File: src/hw/rtl/dbtls_pkg.sv
`default_nettype none

package dbtls_pkg;

  // one input request: a greeting byte and the end-of-buffer mark
  typedef struct packed {
    logic [7:0] data_byte;
    logic       last_byte;
  } in_req_t;

  // one result request
  typedef struct packed {
    logic packet_complete;
    logic tls_supported;
  } out_req_t;

  localparam int unsigned CountW = 25;
  localparam int unsigned LenW   = 24;
  localparam int unsigned AfterW = 5;

  localparam logic [CountW-1:0] COUNT_MAX     = '1;
  localparam logic [AfterW-1:0] AFTER_MAX     = '1;
  localparam logic [7:0]        PROTO_VERSION = 8'h0A;
  localparam logic [CountW-1:0] VERSION_POS   = CountW'(4);
  localparam logic [CountW-1:0] SEARCH_POS    = CountW'(5);
  localparam logic [CountW-1:0] LEN_BYTES     = CountW'(3);
  localparam logic [AfterW-1:0] CAP_LOW_POS   = AfterW'(14);
  localparam logic [AfterW-1:0] CAP_HIGH_POS  = AfterW'(15);
  // capability bit 11 is bit 3 of the high capability byte
  localparam int unsigned       SSL_HIGH_BIT  = 3;
  localparam logic [CountW:0]   HEADER_BYTES  = (CountW+1)'(4);

endpackage

`default_nettype wire

File: src/hw/rtl/db_handshake_tls_flag_parser_top.sv
// channel  direction  handshake           payload
// in_      input      in_valid/in_stall   dbtls_pkg::in_req_t  (data_byte, last_byte)
// out_     output     out_valid/out_stall dbtls_pkg::out_req_t (packet_complete, tls_supported)
//
// one byte is taken every cycle while in_stall is low; the parse state updates in the cycle it is taken
// a final byte's result goes to the output register, or to the skid register while out_ is stalled
// the output register plus one skid register keep input flowing under out_stall until the skid fills
// in_stall rises only when the skid register holds a result
// rst_n is synchronous and clears the parse state and the valid bits of both result registers
`default_nettype none

module db_handshake_tls_flag_parser_top (
  input  wire logic                clk,
  input  wire logic                rst_n,
  input  wire logic                in_valid,
  output logic                     in_stall,
  input  wire dbtls_pkg::in_req_t  in_data,
  output logic                     out_valid,
  input  wire logic                out_stall,
  output dbtls_pkg::out_req_t      out_data
);

  logic                accept;
  logic                res_valid;
  dbtls_pkg::out_req_t res_data;

  logic                out_valid_r;
  dbtls_pkg::out_req_t out_data_r;
  logic                skid_valid_r;
  dbtls_pkg::out_req_t skid_data_r;
  logic                out_free;

  assign in_stall = skid_valid_r;
  assign accept   = in_valid && !in_stall;

  dbtls_parser u_parser (
    .clk       (clk),
    .rst_n     (rst_n),
    .accept    (accept),
    .in_data   (in_data),
    .res_valid (res_valid),
    .res_data  (res_data)
  );

  // output register with skid stage
  assign out_free = !out_valid_r || !out_stall;

  always_ff @(posedge clk) begin
    if (!rst_n) begin
      out_valid_r  <= 1'b0;
      skid_valid_r <= 1'b0;
    end else if (out_free) begin
      if (skid_valid_r) begin
        out_valid_r  <= 1'b1;
        out_data_r   <= skid_data_r;
        skid_valid_r <= 1'b0;
      end else begin
        out_valid_r <= res_valid;
        out_data_r  <= res_data;
      end
    end else if (res_valid) begin
      skid_valid_r <= 1'b1;
      skid_data_r  <= res_data;
    end
  end

  assign out_valid = out_valid_r;
  assign out_data  = out_data_r;

`ifndef ASSERT_OFF
  // skid only ever holds a request behind a full output register
  a_skid_behind_out: assert property (@(posedge clk) disable iff (!rst_n)
    skid_valid_r |-> out_valid_r)
    else $error("skid holds a request while output register is empty");

  // skid fills only when the output was stalled
  a_skid_fill: assert property (@(posedge clk) disable iff (!rst_n)
    $rose(skid_valid_r) |-> $past(out_valid_r && out_stall))
    else $error("skid filled without an output stall");

  // tls support requires a complete packet
  a_tls_needs_complete: assert property (@(posedge clk) disable iff (!rst_n)
    out_valid_r |-> (!out_data_r.tls_supported || out_data_r.packet_complete))
    else $error("tls reported on an incomplete packet");
`endif

endmodule

`default_nettype wire

File: src/hw/rtl/dbtls_parser.sv
`default_nettype none

module dbtls_parser (
  input  wire logic               clk,
  input  wire logic               rst_n,
  input  wire logic               accept,
  input  wire dbtls_pkg::in_req_t in_data,
  output logic                    res_valid,
  output dbtls_pkg::out_req_t     res_data
);

  logic [dbtls_pkg::CountW-1:0] count_r, count_nxt;
  logic [dbtls_pkg::LenW-1:0]   len_r, len_nxt;
  logic                         ver_ok_r, ver_ok_nxt;
  logic                         nul_seen_r, nul_seen_nxt;
  logic [dbtls_pkg::AfterW-1:0] after_r, after_nxt;
  logic                         low_seen_r, low_seen_nxt;
  logic [7:0]                   high_byte_r, high_byte_nxt;
  logic                         high_seen_r, high_seen_nxt;

  logic [dbtls_pkg::CountW:0]   need;
  logic                         complete;
  logic [7:0]                   b;

  assign b = in_data.data_byte;

  // absorb one byte into the parse state
  always_comb begin
    count_nxt     = count_r;
    len_nxt       = len_r;
    ver_ok_nxt    = ver_ok_r;
    nul_seen_nxt  = nul_seen_r;
    after_nxt     = after_r;
    low_seen_nxt  = low_seen_r;
    high_byte_nxt = high_byte_r;
    high_seen_nxt = high_seen_r;

    // length bytes, little endian
    if (count_r < dbtls_pkg::LEN_BYTES) begin
      case (count_r[1:0])
        2'd0:    len_nxt[7:0]   = b;
        2'd1:    len_nxt[15:8]  = b;
        2'd2:    len_nxt[23:16] = b;
        default: len_nxt        = len_r;
      endcase
    end else if (count_r == dbtls_pkg::VERSION_POS) begin
      ver_ok_nxt = (b == dbtls_pkg::PROTO_VERSION);
    end

    // nul search, then capability capture
    if (nul_seen_r) begin
      if (after_r != dbtls_pkg::AFTER_MAX) begin
        after_nxt = after_r + dbtls_pkg::AfterW'(1);
      end
      if (after_nxt == dbtls_pkg::CAP_LOW_POS) begin
        low_seen_nxt = 1'b1;
      end else if (after_nxt == dbtls_pkg::CAP_HIGH_POS) begin
        high_byte_nxt = b;
        high_seen_nxt = 1'b1;
      end
    end else if (count_r >= dbtls_pkg::SEARCH_POS && b == 8'h00) begin
      nul_seen_nxt = 1'b1;
      after_nxt    = '0;
    end

    // saturating byte count
    if (count_r != dbtls_pkg::COUNT_MAX) begin
      count_nxt = count_r + dbtls_pkg::CountW'(1);
    end
  end

  // result from the state after this byte
  assign need      = dbtls_pkg::HEADER_BYTES + {1'b0, {(dbtls_pkg::CountW-dbtls_pkg::LenW){1'b0}},
                                                len_nxt};
  assign complete  = {1'b0, count_nxt} >= need;
  assign res_valid = accept && in_data.last_byte;

  always_comb begin
    res_data.packet_complete = complete;
    res_data.tls_supported   = complete && ver_ok_nxt && nul_seen_nxt && low_seen_nxt &&
                               high_seen_nxt && high_byte_nxt[dbtls_pkg::SSL_HIGH_BIT];
  end

  // state update; the final byte clears everything
  always_ff @(posedge clk) begin
    if (!rst_n || res_valid) begin
      count_r     <= '0;
      len_r       <= '0;
      ver_ok_r    <= 1'b0;
      nul_seen_r  <= 1'b0;
      after_r     <= '0;
      low_seen_r  <= 1'b0;
      high_byte_r <= '0;
      high_seen_r <= 1'b0;
    end else if (accept) begin
      count_r     <= count_nxt;
      len_r       <= len_nxt;
      ver_ok_r    <= ver_ok_nxt;
      nul_seen_r  <= nul_seen_nxt;
      after_r     <= after_nxt;
      low_seen_r  <= low_seen_nxt;
      high_byte_r <= high_byte_nxt;
      high_seen_r <= high_seen_nxt;
    end
  end

endmodule

`default_nettype wire

File: config.mk
export PLATFORM = sky130hd
export DESIGN_NAME = db_handshake_tls_flag_parser_top
export DESIGN_NICKNAME = d
export VERILOG_FILES = /design/src/hw/rtl/dbtls_pkg.sv /design/src/hw/rtl/db_handshake_tls_flag_parser_top.sv /design/src/hw/rtl/dbtls_parser.sv
export SDC_FILE = /design/constraint.sdc
export NUM_CORES = 1
export LEC_CHECK = 0
export BUFFER_PORTS_ARGS = -buffer_cell sky130_fd_sc_hd__buf_2
export CORE_MARGIN = 4
export CORE_UTILIZATION = 45
export DETAILED_ROUTE_END_ITERATION = 7
export GPL_ROUTABILITY_DRIVEN = 1
export HOLD_SLACK_MARGIN = 0.15
export PLACE_DENSITY = 0.67
export SLEW_MARGIN = 20
export SYNTH_ARGS = -nofsm -noshare
export SYNTH_HDL_FRONTEND = slang
export SYNTH_SLANG_ARGS = --single-unit
export TNS_END_PERCENT = 50
File: constraint.sdc
create_clock -name clk -period 5.95 [get_ports clk]
set_clock_uncertainty 0.15 [all_clocks]
set_input_delay 1.19 -clock clk [delete_from_list [all_inputs] [get_ports clk]]
set_output_delay 1.19 -clock clk [all_outputs]
set_load 0.02 [all_outputs]
==> impl.org, run 1 <==
** Run status
- Status :: finished clean

** Routing
- WL met1 :: 5.072 mm
- Dividing the detail-routed via count by the number of cells gives 5.683.
- Number of search-and-repair iterations in the first detailed-routing pass :: 5
- The routed design uses 6.078 mm of met2 wire.
- Post-detailed-route DRC marker count :: 0
- The count of nets left with antenna violations once routing finished came out at 0.
- Avg WL per Cell :: 15.77 um
- Number of vias after detailed routing :: 4268
- DR iter-0 viols :: 219
- DR WL met3 :: 459 um
- Highest metal layer used by the detailed router :: met4
- Summed over all layers, the routed wires come to 11.85 mm.

** STA
- Remaining max-slew budget at the tightest pin :: 37.75%
- Hold Vio Cnt, Final :: 0
- For this run, the top clock speed supported by timing is 189.0 MHz.
- At the pin with the least slew margin, the transition time is 0.9266 ns.
- Setup Total Neg Slack :: 0 ns
- Setup violations remaining at the end of the flow were counted as 0.
- The final max-slew violation count is 0.
- Final critical delay including setup and external delays :: 5.292 ns
- Final worst-path cycle share :: 88.94%
- Hold Worst Slack :: 0.3106 ns
- Setup repair after global routing missed its margin :: no

** Worst setup path
- Type of origin of the critical path :: flop
- The most critical setup path has its startpoint at u_parser.count_r[3]$_SDFFE_PP0P_.
- In this run the critical register-to-register path is captured at out_data[0]$_DFFE_PP_.
- Class of the most critical setup path :: flop to flop
- STA classifies the critical path endpoint as a flop.
- Across all register-to-register paths, the minimum setup slack is 0.66 ns.
- Of all nets on the critical path, the largest fanout is 12.
- Req. time, crit path :: 5.89 ns
- At the worst endpoint, the arrival time is 5.23 ns.
- Worst reg2reg path depth :: 18
- Following the worst setup path forward leads to its endpoint at out_data[0]$_DFFE_PP_.
- The startpoint identified for the worst register-to-register timing path is u_parser.count_r[3]$_SDFFE_PP0P_.

** Placed design
- In this run the tool buffered the top-level ports with 16 buffer cells.
- Cell area after placement :: 0.005006 mm2
- Half-perimeter wire length of the detailed placement result :: 8.634 mm
- At the end of routability-driven placement, the weighted congestion stood at 0.9141.

** CTS
- The number of hold buffers added after CTS was 0.
- CTS-repair resized insts :: 0
- TritonCTS created 9 clock buffers.
- The number of setup buffers added after CTS is 0.
- No sink is reached through more buffers than the 2 on the longest clock path.
- The H-tree was split into 3 levels.
- Clock transition at the registers of the reported paths :: 0.07 ns
- Number of sinks handled by clock tree synthesis :: 65
- Root Buffer :: clkbuf_8
- Latest clock arrival within the worst-skew pair :: 0.34 ns
- TritonCTS built the clock tree.

** Power
- Registers are responsible for 45.3% of the overall power.
- Net switching power of the design :: 0.2690 mW
- Peak supply drop :: 133.9 uV
- In this run the power density over the cells is 192.9 mW/mm2.
- Overall power consumption after layout is estimated at 1.008 mW.
- Cell-internal power :: 0.7388 mW
- The clock network is responsible for 40.5% of the overall power.
- Combinational cell fraction of total power :: 14.2%
- Switching part of the total power :: 26.69%
- Standby leakage power :: 2.035 nW

** GRT
- The initial antenna violation count was 0.
- Via count of the first global-routing pass :: 4188
- GR Util All Layers :: 18.94%
- For this run the aggregate overflow at the end of global routing stands at 0.
- Global-route wire length before repair :: 19.94 mm
- Entering global routing, the biggest net connects 60 pins.

** Die
- For this configuration, the core starts out at a cell density of 45.79%.
- Measured along the x axis, the die boundary spans 112.8 um.
- From bottom edge to top edge, the die measures 112.8 um.
- IO Count :: 17
- The die covers 0.01272 mm2.
- Standard-cell row count :: 38
- CORE AREA :: 0.01079 mm2

** Layout
- In the final layout, the share of cells above drive strength 1 is 10.15%.
- Post-synthesis to final-layout area growth :: 5.721%
- Final core area utilization :: 48.41%
- Final instance area :: 0.005225 mm2
- Fill cells :: 1034
- Final layout net count :: 652
- 0 antenna diodes ended up in the layout.

** Synth
- After synthesis, flip-flops and latches occupy 27.14% of the total area.
- Mean instance size in the synthesized netlist :: 8.062 um2
- The cell area that synthesis handed to floorplanning was 0.004942 mm2.
- Synthesis produced a netlist with a net count of 658.
- After technology mapping, the gate count stands at 613.
- Number of register bits inferred by synthesis :: 65
- Post-synthesis async set-or-reset flop share :: 0%
- Count of cell types in the netlist :: 55
- Primary flip-flop cell chosen by synthesis mapping :: dfxtp_1
- Count of flip-flops with a built-in enable after synthesis :: 4
- Yosys printed 0 warnings.

** Run
- Max-capacitance violation count :: 0

** Worst hold path
- Kind of path behind the tightest hold check :: flop to flop
## critical path, cell delays in order, from the launching register on
cell,delay [ns]
dfxtp_1,0.42
nor4_4,0.41
nand4_4,0.24
nor2_4,0.36
mux2_2,0.25
ha_1,0.25
nand4_1,0.14
mux2_2,0.30
or4_4,0.51
nor4_1,0.37
xor2_1,0.18
mux2i_1,0.09
ha_1,0.20
a21o_1,0.15
a21o_1,0.16
a21oi_1,0.15
o211ai_1,0.21
and3_1,0.24
mux2_2,0.26
## Yosys cell counts (2+ instances only)
library cell | n | area (um2)
nor2_1 | 87 | 326.6
dfxtp_1 | 61 | 1221
nor4_1 | 6 | 37.54
clkbuf_1 | 18 | 67.56
or3_1 | 2 | 12.51
nand4_2 | 2 | 25.02
a211oi_1 | 7 | 52.55
a21oi_1 | 29 | 145.1
and2_1 | 2 | 12.51
nand2b_1 | 3 | 18.77
nand3_1 | 33 | 165.2
and4_1 | 2 | 17.52
inv_1 | 18 | 67.56
edfxtp_1 | 4 | 120.1
o21ai_0 | 13 | 65.06
mux2i_1 | 29 | 290.3
and3_1 | 5 | 31.28
xnor2_1 | 37 | 324.1
buf_2 | 5 | 25.02
xor2_1 | 37 | 324.1
a31oi_1 | 2 | 12.51
nand2_1 | 63 | 236.5
nor2b_1 | 4 | 25.02
nand4_1 | 23 | 143.9
a21o_1 | 8 | 60.06
o211ai_1 | 3 | 22.52
or4_1 | 2 | 15.01
mux2_2 | 10 | 112.6
nor4_4 | 4 | 85.08
ha_1 | 32 | 400.4
buf_6 | 8 | 90.09
o31ai_1 | 2 | 15.01
nor4_2 | 2 | 25.02
buf_4 | 3 | 22.52
nor3_1 | 27 | 135.1
## cell type report
cell class                 count  area [um2]  area share (%)
sequential                    65        1341           25.67
clock inverter                 2       35.03          0.6705
tap                          140       175.2           3.352
clock buffer                  13       178.9           3.424
multi-input combinational    494        3324           63.63
inverter                      18       67.56           1.293
timing repair buffer          19       102.6           1.964
## layout by cell type (no fill, tap or decap), drive strengths merged, types with 5 or more instances in the layout
cell type,n
nor2,90
nand2,63
dfxtp,61
xnor2,37
xor2,37
nand3,33
ha,32
a21oi,29
mux2i,29
nor3,28
nand4,26
buf,19
inv,18
o21ai,13
clkbuf,13
nor4,12
mux2,10
a21o,8
a211oi,7
and3,5
## logic make-up after synthesis
logic type,Yosys count,synth area share (%)
compound gates,71,8.785
flops,65,27.14
buf+inv,54,5.747
xor+xnor,74,13.11
simple gates,278,28.96
mux,39,8.152
fa+ha+maj,32,8.101
## power by group through the flow
stage	sequential, mW	clock (mW)	combinational, mW
finish	0.456	0.408	0.143
global route	0.457	0.432	0.160
CTS	0.456	0.416	0.143
detailed placement	0.466	0	0.142
global placement	0.466	0	0.139
floorplan	0.465	0	0.111
## sequential cells by signal, summed over array words and instances, names as in the netlist
register              cells
u_parser.high_seen_r      1
skid_data_r               2
u_parser.len_r           24
out_valid                 1
out_data                  2
u_parser.count_r         25
u_parser.high_byte_r      1
u_parser.after_r          5
u_parser.ver_ok_r         1
in_stall                  1
u_parser.low_seen_r       1
u_parser.nul_seen_r       1
## worst min-delay path by stage
stage          depth (start not counted)                             end  slack, ns                           start
2_1_floorplan                          2  u_parser.len_r[9]$_SDFFE_PP0P_       0.28  u_parser.len_r[9]$_SDFFE_PP0P_
3_3_place_gp                           2  u_parser.len_r[9]$_SDFFE_PP0P_       0.29  u_parser.len_r[9]$_SDFFE_PP0P_
3_5_place_dp                           2  u_parser.len_r[9]$_SDFFE_PP0P_       0.30  u_parser.len_r[9]$_SDFFE_PP0P_
4_1_cts                                2  u_parser.len_r[9]$_SDFFE_PP0P_       0.31  u_parser.len_r[9]$_SDFFE_PP0P_
5_1_grt                                2  u_parser.len_r[9]$_SDFFE_PP0P_       0.33  u_parser.len_r[9]$_SDFFE_PP0P_
6_report                               2  u_parser.len_r[9]$_SDFFE_PP0P_       0.31  u_parser.len_r[9]$_SDFFE_PP0P_
## per-layer routing
layer	up-vias	GRT usage, %
met2	93	33.81
li1	2116	-
met3	21	3.048
met4	0	5.529
met5	-	0
met1	2038	23.43
## through the flow
| stage | setup WS (ns) | instances |
|---|---|---|
| floorplan | 1.057 | 613 |
| global placement | 0.8469 | 736 |
| detailed placement | 0.7073 | 736 |
| CTS | 0.6614 | 751 |
| global route | 0.2677 | 751 |
| finish | 0.6581 | 751 |
Note: power is estimated with default switching activity, not from simulation.
==> run 2, diff against run 1 <==
Settings changed: CTS_BUF_LIST set to sky130_fd_sc_hd__clkbuf_2 sky130_fd_sc_hd__clkbuf_4 sky130_fd_sc_hd__clkbuf_8, SYNTH_HIERARCHICAL set to 1.
==> impl.org, run 2 <==
** Run status
- Status :: finished clean (unchanged)

** Worst hold path
- The path category of the worst min-delay check is flop to flop (unchanged).

** Worst setup path
- Req. time, crit path :: 5.90 ns (was 5.89 ns)
- Delay of the slowest cell on the worst path :: 0.52 ns (was 0.51 ns)
- Largest fanout of any net on the critical path :: 15 (was 12)
- Slowest CP cell :: nor2_1 (was or4_4)
- Crit path buf inv count :: 0 (unchanged)
- The arrival time reported for the critical path endpoint was 5.27 ns (was 5.23 ns).
- Type of origin of the critical path :: flop (unchanged)
- Cell-by-cell trace of the critical path :: nor4_2, nand4_4, nor2_1, mux2_2, ha_1, nand2_1, a21oi_1, o22ai_4, nor3_1, xnor2_1, o22a_1, ha_1, nand4_1, nor4_1, a221oi_1, o211ai_1, nand4_1, a21oi_1, mux2_2 (was nor4_4, nand4_4, nor2_4, mux2_2, ha_1, nand4_1, mux2_2, or4_4, nor4_1, xor2_1, mux2i_1, ha_1, a21o_1, a21o_1, a21oi_1, o211ai_1, and3_1, mux2_2)
- Class of the most critical setup path :: flop to flop (unchanged)
- Cell family with the largest share of critical-path delay :: simple AND/OR/NAND/NOR gates (unchanged)
- Capturing element type of the critical path :: flop (unchanged)

** Synth
- The number of enable flip-flop cells after synthesis was 4 (unchanged).
- The most instantiated flip-flop cell in the synthesis netlist is dfxtp_1 (unchanged).
- The area of the mapped netlist was 0.005136 mm2 (was 0.004942 mm2).
- The count of cell types in the netlist was 65 (was 55).
- Post-synthesis async set-or-reset flop share :: 0% (unchanged)
- Main area contributors after synthesis :: dfxtp_1 (24%), ha_1 (7.8%), xor2_1 (7.2%), nand2_1 (5.6%), a21oi_1 (4.7%) (was dfxtp_1 (25%), ha_1 (8.1%), nor2_1 (6.6%), xnor2_1 (6.6%), xor2_1 (6.6%))
- Leading cell type by number of instances after synthesis :: nand2_1 (was nor2_1)
- The synthesis-stage register bit count is 65 (unchanged).
- Mean instance size in the synthesized netlist :: 8.025 um2 (was 8.062 um2)
- The net count after synthesis came to 685 (was 658).
- The cell type contributing the most total cell area after synthesis was dfxtp_1 (unchanged).
- Top post-synthesis cells by count: nand2_1 (77), dfxtp_1 (61), nor2_1 (60) (was nor2_1 (87), nand2_1 (63), dfxtp_1 (61)).
- Gate count after technology mapping :: 640 (was 613)
- Area share of the largest cell type after synthesis :: 23.78% (was 24.71%)
- Sequential element share of the synthesized area :: 26.11% (was 27.14%)
- The count of yosys warnings during synthesis was 6 (was 0).

** CTS
- The maximum buffer depth of the clock tree came to 2 (unchanged).
- Number of H-tree branching levels :: 3 (unchanged)
- The post-cts repair resize count came to 0 (unchanged).
- Total setup buffers inserted after CTS :: 0 (unchanged)
- CTS Buf Count :: 9 (unchanged)
- The clock tree from TritonCTS was built (unchanged).
- The clock transition at the register clock pins on the worst setup and hold paths after CTS is 0.07 ns (about the same).
- Root Buffer :: clkbuf_8 (unchanged)
- The number of hold buffers added after CTS is 0 (unchanged).
- The clock net sink count came to 65 (unchanged).
- Latest clock arrival within the worst-skew pair :: 0.35 ns (was 0.34 ns)

** STA
- The count of final setup violators was 0 (unchanged).
- Final critical delay including setup and external delays :: 5.315 ns (was 5.292 ns)
- Achievable frequency :: 188.2 MHz (was 189.0 MHz)
- Setup Total Neg Slack :: 0 ns (unchanged)
- Remaining max-slew budget at the tightest pin :: 38.06% (was 37.75%)
- Hold Vio Cnt, Final :: 0 (unchanged)
- The final max-slew violation count is 0 (unchanged).
- Setup repair after global routing missed its margin :: no (unchanged)
- Actual slew at the worst max-slew pin :: 0.9292 ns (was 0.9266 ns)
- Final worst-path cycle share :: 89.32% (was 88.94%)

** Placed design
- The placement-stage cell area came to 0.005228 mm2 (was 0.005006 mm2).
- RePlAce Congestion :: 1.001 (was 0.9141)
- The count of buffers inserted at the top-level ports was 16 (unchanged).
- Half-perimeter wire length of the detailed placement result :: 9.344 mm (was 8.634 mm)
- Post-Place Cells :: 761 (was 736)

** Routing
- The starting DRC count in detailed routing is 365 (was 219).
- The via count was 4507 (was 4268).
- The number of design rule violations left after detail routing is 0 (unchanged).
- The remaining antenna violation count is 0 (unchanged).
- The count of TritonRoute iterations in the first routing pass was 5 (unchanged).
- The per-cell routed wire length was 16.24 um (was 15.77 um).
- The final wirelength is 12.62 mm (was 11.85 mm).
- Detailed-route vias per instance :: 5.801 (was 5.683)

** Layout
- Most frequent cells in the layout: nand2_1 (77), dfxtp_1 (61), nor2_1 (60) (was nor2_1 (87), nand2_1 (62), dfxtp_1 (61)).
- Fill cells :: 1039 (was 1034)
- The area taken by multi-input logic gates came to 0.003563 mm2 (was 0.003324 mm2).
- Register Area :: 0.001341 mm2 (unchanged)
- The number of non-filler instances in the completed layout came to 777 (was 751).
- Biggest register :: u_parser/count_r (was u_parser.count_r)
- The layout overhead on the synthesized area is 5.944% (was 5.721%).
- The most common library cell in the layout ignoring fill and taps was nand2_1 (was nor2_1).
- The number of nets in the layout came to 677 (was 652).
- The number of inserted diodes was 0 (unchanged).
- The post-route cell area is 0.005441 mm2 (was 0.005225 mm2).
- The share of layout cells above drive strength 1 came to 10.52% (was 10.15%).
- Registers with the most flip-flops: u_parser/count_r x25, u_parser/len_r x24, u_parser/after_r x5 (was u_parser.count_r x25, u_parser.len_r x24, u_parser.after_r x5).
- The flip-flop count of the largest register after layout was 25 (unchanged).

** Power
- Cell-internal power :: 0.7258 mW (was 0.7388 mW)
- The static leakage came to 2.129 nW (was 2.035 nW).
- Switching part of the total power :: 27.47% (was 26.69%)
- Power Density :: 183.9 mW/mm2 (was 192.9 mW/mm2)
- Combinational cell fraction of total power :: 14.4% (was 14.2%)
- Net switching power of the design :: 0.2748 mW (was 0.2690 mW)
- The clock network fraction of total power came to 40.2% (was 40.5%).
- The sequential power share came to 45.4% (was 45.3%).
- Peak supply drop :: 136.2 uV (was 133.9 uV)

** Die
- The die area was 0.01319 mm2 (was 0.01272 mm2).
- The core area was 0.01098 mm2 (was 0.01079 mm2).
- The width of the die came to 114.8 um (was 112.8 um).
- The starting utilization of the core area was 46.76% (was 45.79%).
- The die outline height was 114.8 um (was 112.8 um).
- The number of placed I/O pins was 17 (unchanged).
- Standard-cell row count :: 38 (unchanged)

** GRT
- The wire length of the first global-routing pass is 21.19 mm (was 19.94 mm).
- Antenna violations before repair :: 0 (unchanged)
- Maximum number of pins on one net before global-route repair :: 59 (was 60)
- Via count of the first global-routing pass :: 4215 (was 4188)
- GR Util All Layers :: 19.83% (was 18.94%)
- Grt ovf :: 0 (unchanged)

** Run
- Max-capacitance violation count :: 0 (unchanged)
run 2: changes by cell type after synthesis, sizes merged, moves of 7 or more:
cell / previous run / this run
a21oi: 29 / 48
and2: 3 / 12
and3: 5 / 13
mux2i: 29 / 16
nand2: 63 / 77
nand3: 33 / 48
nand4: 26 / 19
nor2: 90 / 60
nor3: 28 / 18
xnor2: 37 / 27
run 2: per-stage QoR:
| step | utilization, % | worst slack (ns) | hold WS (ns) | total power, mW |
|---|---|---|---|---|
| 2_1_floorplan | - | 1.309 | 0.2866 | 0.5706 |
| 3_3_place_gp | 47.60 | 0.8732 | 0.2986 | 0.6027 |
| 3_5_place_dp | 47.60 | 0.7018 | 0.3164 | 0.6069 |
| 4_1_cts | 49.54 | 0.6637 | 0.3316 | 1.010 |
| 5_1_grt | 49.54 | 0.2285 | 0.3520 | 1.043 |
| 6_report | 49.54 | 0.6353 | 0.3283 | 1.001 |
run 2: worst min-delay path: cells and delay by family, from the launching register on:
| kind | cells | cell delay [ns] |
|---|---|---|
| compound gates | 1 | 0.06 |
| flops | 1 | 0.31 |
| simple gates | 1 | 0.06 |
run 2: layout make-up:
cell class | instances | share of cell area [%]
inverter | 12 | 0.8278
clock buffer | 12 | 3.035
multi-input combinational | 525 | 65.49
timing repair buffer | 19 | 1.885
tap | 140 | 3.219
sequential | 65 | 24.65
clock inverter | 4 | 0.8968
run 2: metal layers:
layer / global-route usage, % / up-vias / part of all wire, %
met3: 3.842 / 27 / 5.2
met5: 0 / - / 0
met1: 27.47 / 2099 / 48
met4: 7.825 / 0 / 2.8
met2: 30.38 / 126 / 44
li1: - / 2255 / -
run 2: kinds of logic (layout without fill, tap and decap cells):
| group | Yosys count | in the layout | synth area share, % |
|---|---|---|---|
| flops | 65 | 65 | 26.11 |
| xor+xnor | 69 | 69 | 11.77 |
| simple gates | 290 | 290 | 31.35 |
| fa+ha+maj | 32 | 32 | 7.795 |
| compound gates | 112 | 112 | 13.98 |
| mux | 22 | 22 | 4.433 |
| buf+inv | 50 | 47 | 4.555 |
run 2: path summary, 6_finish.rpt:
path                                                        start                             end  slack, ns  cells past startpoint
worst max-delay path            u_parser/count_r[21]$_SDFFE_PP0P_           out_data[0]$_DFFE_PP_       0.64                     19
worst min-delay path               u_parser/len_r[0]$_SDFFE_PP0P_  u_parser/len_r[0]$_SDFFE_PP0P_       0.33                      2
worst max register to register  u_parser/count_r[21]$_SDFFE_PP0P_           out_data[0]$_DFFE_PP_       0.64                     19
worst min register to register     u_parser/len_r[0]$_SDFFE_PP0P_  u_parser/len_r[0]$_SDFFE_PP0P_       0.33                      2
run 2: power groups by stage:
| stage | Combinational (mW) | Sequential, mW | Clock [mW] |
|---|---|---|---|
| after global routing | 0.159 | 0.455 | 0.428 |
| after detailed placement | 0.143 | 0.464 | 0 |
| final | 0.144 | 0.455 | 0.402 |
| after floorplan | 0.107 | 0.463 | 0 |
| after global placement | 0.139 | 0.464 | 0 |
| after CTS | 0.143 | 0.454 | 0.412 |
